`src/svl_pkg.sv`:
```
// shared types and codes for the sorted value list
package svl_pkg;

  localparam logic [1:0] CMD_INSERT = 2'd0;
  localparam logic [1:0] CMD_REMOVE = 2'd1;
  localparam logic [1:0] CMD_READ   = 2'd2;

  localparam logic [1:0] ST_OK        = 2'd0;
  localparam logic [1:0] ST_FULL      = 2'd1;
  localparam logic [1:0] ST_NOT_FOUND = 2'd2;
  localparam logic [1:0] ST_BAD_POS   = 2'd3;

  typedef struct packed {
    logic [1:0]         cmd;
    logic signed [31:0] value;
    logic [3:0]         position;
  } svl_in_t;

  typedef struct packed {
    logic [1:0]         status;
    logic signed [31:0] read_value;
    logic [4:0]         entry_count;
  } svl_out_t;

  typedef struct packed {
    logic               cmp_en;
    logic               ins_en;
    logic               rem_en;
    logic signed [31:0] value;
  } svl_ctl_t;

endpackage

```
`src/svl_cell.sv`:
```
// one storage cell of the list: compares against the operand and shifts with its neighbors
module svl_cell (
  input  logic               clk,
  input  svl_pkg::svl_ctl_t  ctl,
  input  logic               cell_valid,
  input  logic               left_lt,
  input  logic signed [31:0] left_val,
  input  logic signed [31:0] right_val,
  output logic signed [31:0] val,
  output logic               lt,
  output logic               eq
);

  logic signed [31:0] val_r;
  logic signed [31:0] val_nxt;
  logic               lt_r;
  logic               eq_r;

  always_comb begin
    val_nxt = val_r;
    if (ctl.ins_en && !lt_r) begin
      val_nxt = left_lt ? ctl.value : left_val;
    end else if (ctl.rem_en && !lt_r) begin
      val_nxt = right_val;
    end
  end

  always_ff @(posedge clk) begin
    val_r <= val_nxt;
    if (ctl.cmp_en) begin
      lt_r <= cell_valid && (val_r < ctl.value);
      eq_r <= cell_valid && (val_r == ctl.value);
    end
  end

  assign val = val_r;
  assign lt  = lt_r;
  assign eq  = eq_r;

endmodule

```
`src/sorted_value_list.sv`:
```
// sorted value list top level: command sequencer around a chain of compare-and-shift cells
//
//   channel   ports                          handshake
//   input     start, busy, in_item           taken when start is high and busy is low
//   result    out_valid, out_item            one-cycle strobe, one result per transaction
//
// each transaction runs through the accept edge, a compare step in which every cell
// compares its value with the operand, and an apply step in which the cells shift and the
// result is registered; busy is high during the compare and apply steps
// the chain of cells sets these steps: flags are registered before the list-wide match
// reduction steers the shift
// rst_n (synchronous) empties the list; stored values are not cleared
// the receiver cannot stall, so results leave as soon as they are made
module sorted_value_list #(
  parameter int CAPACITY = 16
) (
  input  logic              clk,
  input  logic              rst_n,
  input  logic              start,
  output logic              busy,
  input  svl_pkg::svl_in_t  in_item,
  output logic              out_valid,
  output svl_pkg::svl_out_t out_item
);

  localparam int CW  = $clog2(CAPACITY + 1);
  localparam int RDN = (CAPACITY < 16) ? CAPACITY : 16;

  typedef enum logic [1:0] {
    S_IDLE,
    S_CMP,
    S_APPLY
  } state_t;

  state_t             state_r;
  svl_pkg::svl_in_t   op_r;
  logic [CW-1:0]      count_r;
  logic [CW-1:0]      count_nxt;
  svl_pkg::svl_out_t  out_r;
  svl_pkg::svl_out_t  out_nxt;
  logic               out_valid_r;

  svl_pkg::svl_ctl_t  ctl;
  logic signed [31:0] vals   [CAPACITY];
  logic [CAPACITY-1:0] lt_w;
  logic [CAPACITY-1:0] eq_w;
  logic               found;
  logic               full;
  logic signed [31:0] rd_val;

  assign busy  = (state_r != S_IDLE);
  assign found = |eq_w;
  assign full  = (count_r == CW'(CAPACITY));

  always_comb begin
    ctl.cmp_en = (state_r == S_CMP);
    ctl.ins_en = (state_r == S_APPLY) && (op_r.cmd == svl_pkg::CMD_INSERT) && !full;
    ctl.rem_en = (state_r == S_APPLY) && (op_r.cmd == svl_pkg::CMD_REMOVE) && found;
    ctl.value  = op_r.value;
  end

  genvar g;
  generate
    for (g = 0; g < CAPACITY; g++) begin : g_cell
      logic               left_lt;
      logic signed [31:0] left_val;
      logic signed [31:0] right_val;
      if (g == 0) begin : g_first
        assign left_lt  = 1'b1;
        assign left_val = op_r.value;
      end else begin : g_mid
        assign left_lt  = lt_w[g-1];
        assign left_val = vals[g-1];
      end
      if (g == CAPACITY - 1) begin : g_last
        assign right_val = vals[g];
      end else begin : g_inner
        assign right_val = vals[g+1];
      end
      svl_cell u_cell (
        .clk        (clk),
        .ctl        (ctl),
        .cell_valid (count_r > CW'(g)),
        .left_lt    (left_lt),
        .left_val   (left_val),
        .right_val  (right_val),
        .val        (vals[g]),
        .lt         (lt_w[g]),
        .eq         (eq_w[g])
      );
    end
  endgenerate

  always_comb begin
    rd_val = '0;
    for (int i = 0; i < RDN; i++) begin
      if (op_r.position == 4'(i)) begin
        rd_val = vals[i];
      end
    end
  end

  always_comb begin
    count_nxt          = count_r;
    out_nxt.status     = svl_pkg::ST_OK;
    out_nxt.read_value = '0;
    case (op_r.cmd)
      svl_pkg::CMD_INSERT: begin
        if (full) begin
          out_nxt.status = svl_pkg::ST_FULL;
        end else begin
          count_nxt = count_r + CW'(1);
        end
      end
      svl_pkg::CMD_REMOVE: begin
        if (found) begin
          count_nxt = count_r - CW'(1);
        end else begin
          out_nxt.status = svl_pkg::ST_NOT_FOUND;
        end
      end
      svl_pkg::CMD_READ: begin
        if (int'(op_r.position) < int'(count_r)) begin
          out_nxt.read_value = rd_val;
        end else begin
          out_nxt.status = svl_pkg::ST_BAD_POS;
        end
      end
      default: begin
      end
    endcase
    out_nxt.entry_count = 5'(count_nxt);
  end

  always_ff @(posedge clk) begin
    if (!rst_n) begin
      state_r     <= S_IDLE;
      count_r     <= '0;
      out_valid_r <= 1'b0;
    end else begin
      out_valid_r <= 1'b0;
      unique case (state_r)
        S_IDLE: begin
          if (start) begin
            op_r    <= in_item;
            state_r <= S_CMP;
          end
        end
        S_CMP: begin
          state_r <= S_APPLY;
        end
        S_APPLY: begin
          count_r     <= count_nxt;
          out_r       <= out_nxt;
          out_valid_r <= 1'b1;
          state_r     <= S_IDLE;
        end
        default: begin
          state_r <= S_IDLE;
        end
      endcase
    end
  end

  assign out_valid = out_valid_r;
  assign out_item  = out_r;

  a_accept_busy: assert property (@(posedge clk) disable iff (!rst_n)
    start && !busy |=> busy)
    else $error("accepted transaction did not raise busy");

  a_count_bound: assert property (@(posedge clk) disable iff (!rst_n)
    count_r <= CW'(CAPACITY))
    else $error("entry count beyond capacity");

  a_result_after_work: assert property (@(posedge clk) disable iff (!rst_n)
    out_valid |-> !busy && $past(state_r == S_APPLY))
    else $error("result strobe outside the apply step");

  a_full_status: assert property (@(posedge clk) disable iff (!rst_n)
    out_valid && out_item.status == svl_pkg::ST_FULL |-> full)
    else $error("full status with room in the list");

endmodule

```
`config.mk`:
```
export PLATFORM = sky130hd
export DESIGN_NAME = sorted_value_list
export DESIGN_NICKNAME = d
export VERILOG_FILES = /design/src/svl_pkg.sv /design/src/svl_cell.sv /design/src/sorted_value_list.sv
export SDC_FILE = /design/constraint.sdc
export NUM_CORES = 2
export LEC_CHECK = 0
export ABC_AREA = 0
export BUFFER_PORTS_ARGS = -buffer_cell sky130_fd_sc_hd__buf_4
export CORE_ASPECT_RATIO = 1.4
export CORE_MARGIN = 1.5
export CORE_UTILIZATION = 35
export DETAILED_ROUTE_END_ITERATION = 6
export PLACE_DENSITY_LB_ADDON = 0.1
export SETUP_SLACK_MARGIN = 0.4
export SYNTH_ARGS = -nofsm -noshare
export SYNTH_HDL_FRONTEND = slang
export SYNTH_SLANG_ARGS = --single-unit
```
`constraint.sdc`:
```
create_clock -name clk -period 11.37 [get_ports clk]
set_clock_uncertainty 0.15 [all_clocks]
set_input_delay 2.274 -clock clk [delete_from_list [all_inputs] [get_ports clk]]
set_output_delay 2.274 -clock clk [all_outputs]
set_load 0.05 [all_outputs]
```
=== Word-level counts from Yosys, hierarchy flattened ===
Cells that the tools add are included.

* Input bits: 41
* Output and inout bits: 41
* Register bits after elaboration: 629
* Logic and storage cells: 307

* Reduce and logical (&&, ||, !) cells: 107
* Multiplexer cells: 71
* Order comparisons: 33
* Equality and inequality tests: 37
* $add $sub $neg: 2

{| class="wikitable"
|+ Operator list
! operator !! count
|-
| $mux W32 || 61
|-
| $eq A32 B32 Y1 || 16
|-
| $lt A32 B32 Y1 || 16
|-
| $logic_and A1 B1 Y1 || 67
|-
| $gt A5 B4 Y1 const B || 8
|-
| $eq A4 B4 Y1 const B || 8
|-
| $reduce_bool A2 Y1 || 16
|-
| $gt A5 B3 Y1 const B || 4
|-
| $logic_not A1 Y1 || 17
|-
| $eq A4 B3 Y1 const B || 4
|-
| $reduce_or A16 Y1 || 1
|-
| $gt A5 B1 Y1 const B || 2
|-
| $gt A5 B2 Y1 const B || 2
|-
| $mux W5 || 2
|-
| $pmux W5 S2 || 1
|-
| $eq A4 B2 Y1 const B || 2
|-
| $mux W2 || 3
|-
| $pmux W2 S3 || 1
|-
| $add A5 B1 Y5 const B || 1
|-
| $eq A5 B5 Y1 const B || 1
|-
| $lt A4 B5 Y1 || 1
|-
| $sub A5 B1 Y5 const B || 1
|-
| $eq A2 B1 Y1 const B || 2
|-
| $eq A2 B2 Y1 const B || 2
|-
| 8 further kinds || 11
|}

=== Depth between registers and ports, before layout ===
* Depth in word-level cells: 17
* Gate-level depth with buffers: 11
* Gate-level depth less buffers: 9

=== Cells and area by module ===
Synthesis repeated with hierarchy kept, for this count alone.

* Cells, all modules: 5127
* Area total of the unflattened synthesis: 49218.5 µm²

{| class="wikitable"
|+ Modules (own cells, without submodules)
! module !! area each (µm²) !! seq. area each (µm²) !! cells each !! times used
|-
| svl_cell at g_cell[0].u_cell ... || 2553.7 || 1021.0 || 259 || 15
|-
| sorted_value_list || 8380.5 || 2472.4 || 978 || 1
|-
| svl_cell at g_cell[9].u_cell || 2532.4 || 1021.0 || 264 || 1
|}

=== Worst setup path after synthesis ===
Ideal clock, no wire load.

* Kind: input to register
* Start: in start
* End: reg op_r (netlist bit g_cell[0].left_val[0]) (enable)
* Path slack: 4.712 ns
* Stages on the path: 1
* Setup time: 0.530 ns
* Data required time: 10.690 ns
* Path buffers: 0
* Arrival: 5.979 ns
* Path through: nor4bb_1

* Cells in the longest elaborated chain, start to end: 1

{| class="wikitable"
|+ RTL lines
! element !! RTL line !! RTL
|-
| start: declaration || sorted_value_list.sv:19 || <nowiki>input logic start,</nowiki>
|-
| $reduce_and A3 Y1 (no line) || -- ||
|-
| end signal: assignment || sorted_value_list.sv:145 || <nowiki>op_r <= in_item;</nowiki>
|-
| end: declaration || sorted_value_list.sv:36 || <nowiki>svl_pkg::svl_in_t op_r;</nowiki>
|}

No other way between the ends.
A chain may end at the register's enable or synchronous reset.

=== Worst setup path in the final report ===
* Start: reg op_r (netlist bit g_cell[0].left_val[28])
* End: reg g_cell[4].u_cell.lt_r, data pin

* Cells in the longest elaborated chain, start to end: 2

{| class="wikitable"
|+ RTL lines
! element !! RTL line !! RTL
|-
| $lt A32 B32 Y1 || svl_cell.sv:31 || <nowiki>lt_r <= cell_valid && (val_r < ctl.value);</nowiki>
|-
| $logic_and A1 B1 Y1 || svl_cell.sv:31 ||
|-
| end signal: assignment || svl_cell.sv:31 ||
|-
| end: declaration || svl_cell.sv:16 || <nowiki>logic lt_r;</nowiki>
|}

No other way between the ends.

==> impl_metrics.yaml <==
setup_path:
  crit_chain: "inv_1 > ha_1 > nand4_1 > nor3_1 > nor4bb_1 > a211oi_1 > o21ai_0 > mux2i_1 > nor2b_1"
  setup.worst_path.end_class: "flip-flop"
  critPathBufInv: 1
  cp_num_cells: 9
  crit_type: "flip-flop to flip-flop"
  reg2regPathDepth: 9
  cp-start-kind: "flip-flop"
  slowest_delay_ns: 0.92
  crit_arrival_ns: 5.07
  crit_slowest_cell: "edfxtp_1"
  critical-path-top-delay-family: "simple AND/OR/NAND/NOR gates"
  cp.required_ns: 11.63
  critical_path.max_fanout: 17
power:
  irDropWorstVdd_mv: 0.0988
  power_mw: 5.76
  leakage_nw: 19.7
  power.density_nw_per_um2: 113
routing:
  wl_microns: 194000
  drc: 5
  final_antenna_net_count: 0
  via_count: 37400
  via_per_inst: 5.96
  wl_per_cell_microns: 30.9
  dr.first_iter.drc_count: 3494
  dr.pass1.iters: 7
cells_and_area:
  drive_above_1_share_pct: 10.7
  nets: 5033
  fillers: 13000
  post-route-util_pct: 39.0
  fin_area_sq_um: 51000
  multi_input_area_sq_um: 25900
  regArea_sq_um: 18800
  syn2layout_area_growth_pct: 10.7
  final_common_cell: "a21oi_1"
  layout_common_cells: "669 x a21oi_1, 625 x nor2_1, 621 x edfxtp_1"
timing:
  slew_violations: 0
  setup_viol: 0
  setup_slack_ns: 6.56
  final.period_utilization_pct: 42.3
  fmax_ghz: 0.208
  relSlewSlack_pct: 7.22
  fin_tns_setup_ns: 0
  finalHoldViolations: 0
  rsz0062_at_grt: "no"
  post-route-min-period_ns: 4.81
  tightest_slew_ns: 1.39
synth:
  synth_ff_type: "edfxtp_1"
  syn_area_sq_um: 46100
  avgSynthCellArea_sq_um: 10.2
  async_flop_share_pct: 0
  yosysTopAreaCellShare_pct: 40.4
  synth_seq_cells: 629
  synth-edff-count: 621
  synth_nets: 5069
  synthCells: 4508
  yosysUniqueCellTypes: 79
  yosysWarningCount: 0
  synthTopCellsByArea: "edfxtp_1 40%, ha_1 14%, mux2i_1 11%"
  synth-seq-area-share_pct: 40.8
  yosysTopAreaCell: "edfxtp_1"
clock_tree:
  cts_buffers: 75
  cts_tree: "yes"
  clk_latency_ns: 0.70
  clock-root-buffer: "clkbuf_16"
  post-cts-setup-buffers: 0
  cts_sinks: 629
  path_clk_slew_ns: 0.07
  clk_path_buf_depth: 3
  h-tree-depth: 3
  cts_hold_buf: 0
  cts_resized: 0
flow_run:
  timing.max_cap.violations: 0
floorplan:
  dieWidth_microns: 310
  core_sq_um: 131000
  io_pins: 82
  num_rows: 157
  floorplan.initialDensity_pct: 35.2
  die_h_microns: 432
  dieArea_sq_um: 134000
min_path:
  hold_path_depth: 1
  min_path_type: "flip-flop to flip-flop"
placement:
  dp_hpwl_microns: 143000
  place_congestion: 0.932
  pre_cts_slack_ns: 6.55
  io_buffers: 81
  place_area_sq_um: 48600
global_routing:
  antenna_found_initial: 3
  grtUsageTotal_pct: 28.6
  grt_pass1_vias: 36500
  grt_max_degree: 65
  gr-total-overflow: 0
  grt_first_pass_wirelength_microns: 274000
status:
  violations: "DRC"
  status: "finished with violations"
final timing paths:
path,startpoint,to,slack (ns)
max,g_cell[0].left_val[28],g_cell[4].u_cell.lt,6.56
min,state_r[0],state_r[0],0.45
max reg2reg,g_cell[0].left_val[28],g_cell[4].u_cell.lt,6.56
min reg2reg,state_r[0],state_r[0],0.45
power breakdown:
part / switching [mW] / internal, mW
Sequential: 0.0558 / 2.56
Combinational: 0.402 / 0.218
Clock: 1.11 / 1.41
Total: 1.57 / 4.19
layout make-up:
class | count | area share [%]
inverters | 71 | 0.522
clock inverters | 43 | 0.841
flip-flops and latches | 629 | 36.8
diodes | 1 | 0.00490
multi-input cells | 3507 | 50.8
clock buffers | 93 | 3.91
repair buffers | 188 | 2.76
well taps | 1749 | 4.29
logic make-up after synthesis:
logic type | Yosys count | share of synthesized area [%]
AO/OA/AOI/OAI | 1233 | 15.6
AND/OR/NAND/NOR | 1127 | 11.3
flip-flops | 629 | 40.8
multiplexers | 624 | 14.8
adder cells (fa/ha/maj) | 520 | 14.1
buffers and inverters | 372 | 3.38
XOR/XNOR | 3 | 0.0570
sequential cells by signal, summed over array words and instances, names as in the netlist:
signal	count
g_cell.u_cell.val	512
g_cell.u_cell.lt	16
state_r	2
g_cell.left_val	32
op_r	6
g_cell.u_cell.eq	16
out_valid	1
out_item	39
count_r	5
synth_stat cells (26+ instances only):
cell      count
nand2b_1     26
edfxtp_1    621
ha_1        520
mux2i_1     488
nand4_1     100
nand2_1     113
a21oi_1     669
buf_2       103
inv_1        71
nor2_1      642
o21a_1       33
nand3_1      48
mux4_2       36
nor2b_1      41
a21o_1       60
mux2_2      100
o21ai_0     199
clkbuf_1    180
o22ai_1      35
a211oi_1     62
o211ai_1     31
nor3_1       56
stage by stage:
stage                     hold WS, ns  cells
after floorplan                 0.314   4508
after global placement          0.433   6144
after detailed placement        0.433   6144
after CTS                       0.446   6280
after global routing            0.472   6280
final                           0.452   6281
metal layers:
metal	vias to the layer above	track usage (%)	share of wire [%]
li1	17100	-	-
met1	18700	36.2	41
met2	1311	48.9	49
met4	2	13.6	5.0
met5	-	0	0.0067
met3	321	2.59	4.7
Power figures use the tool's default switching activity.
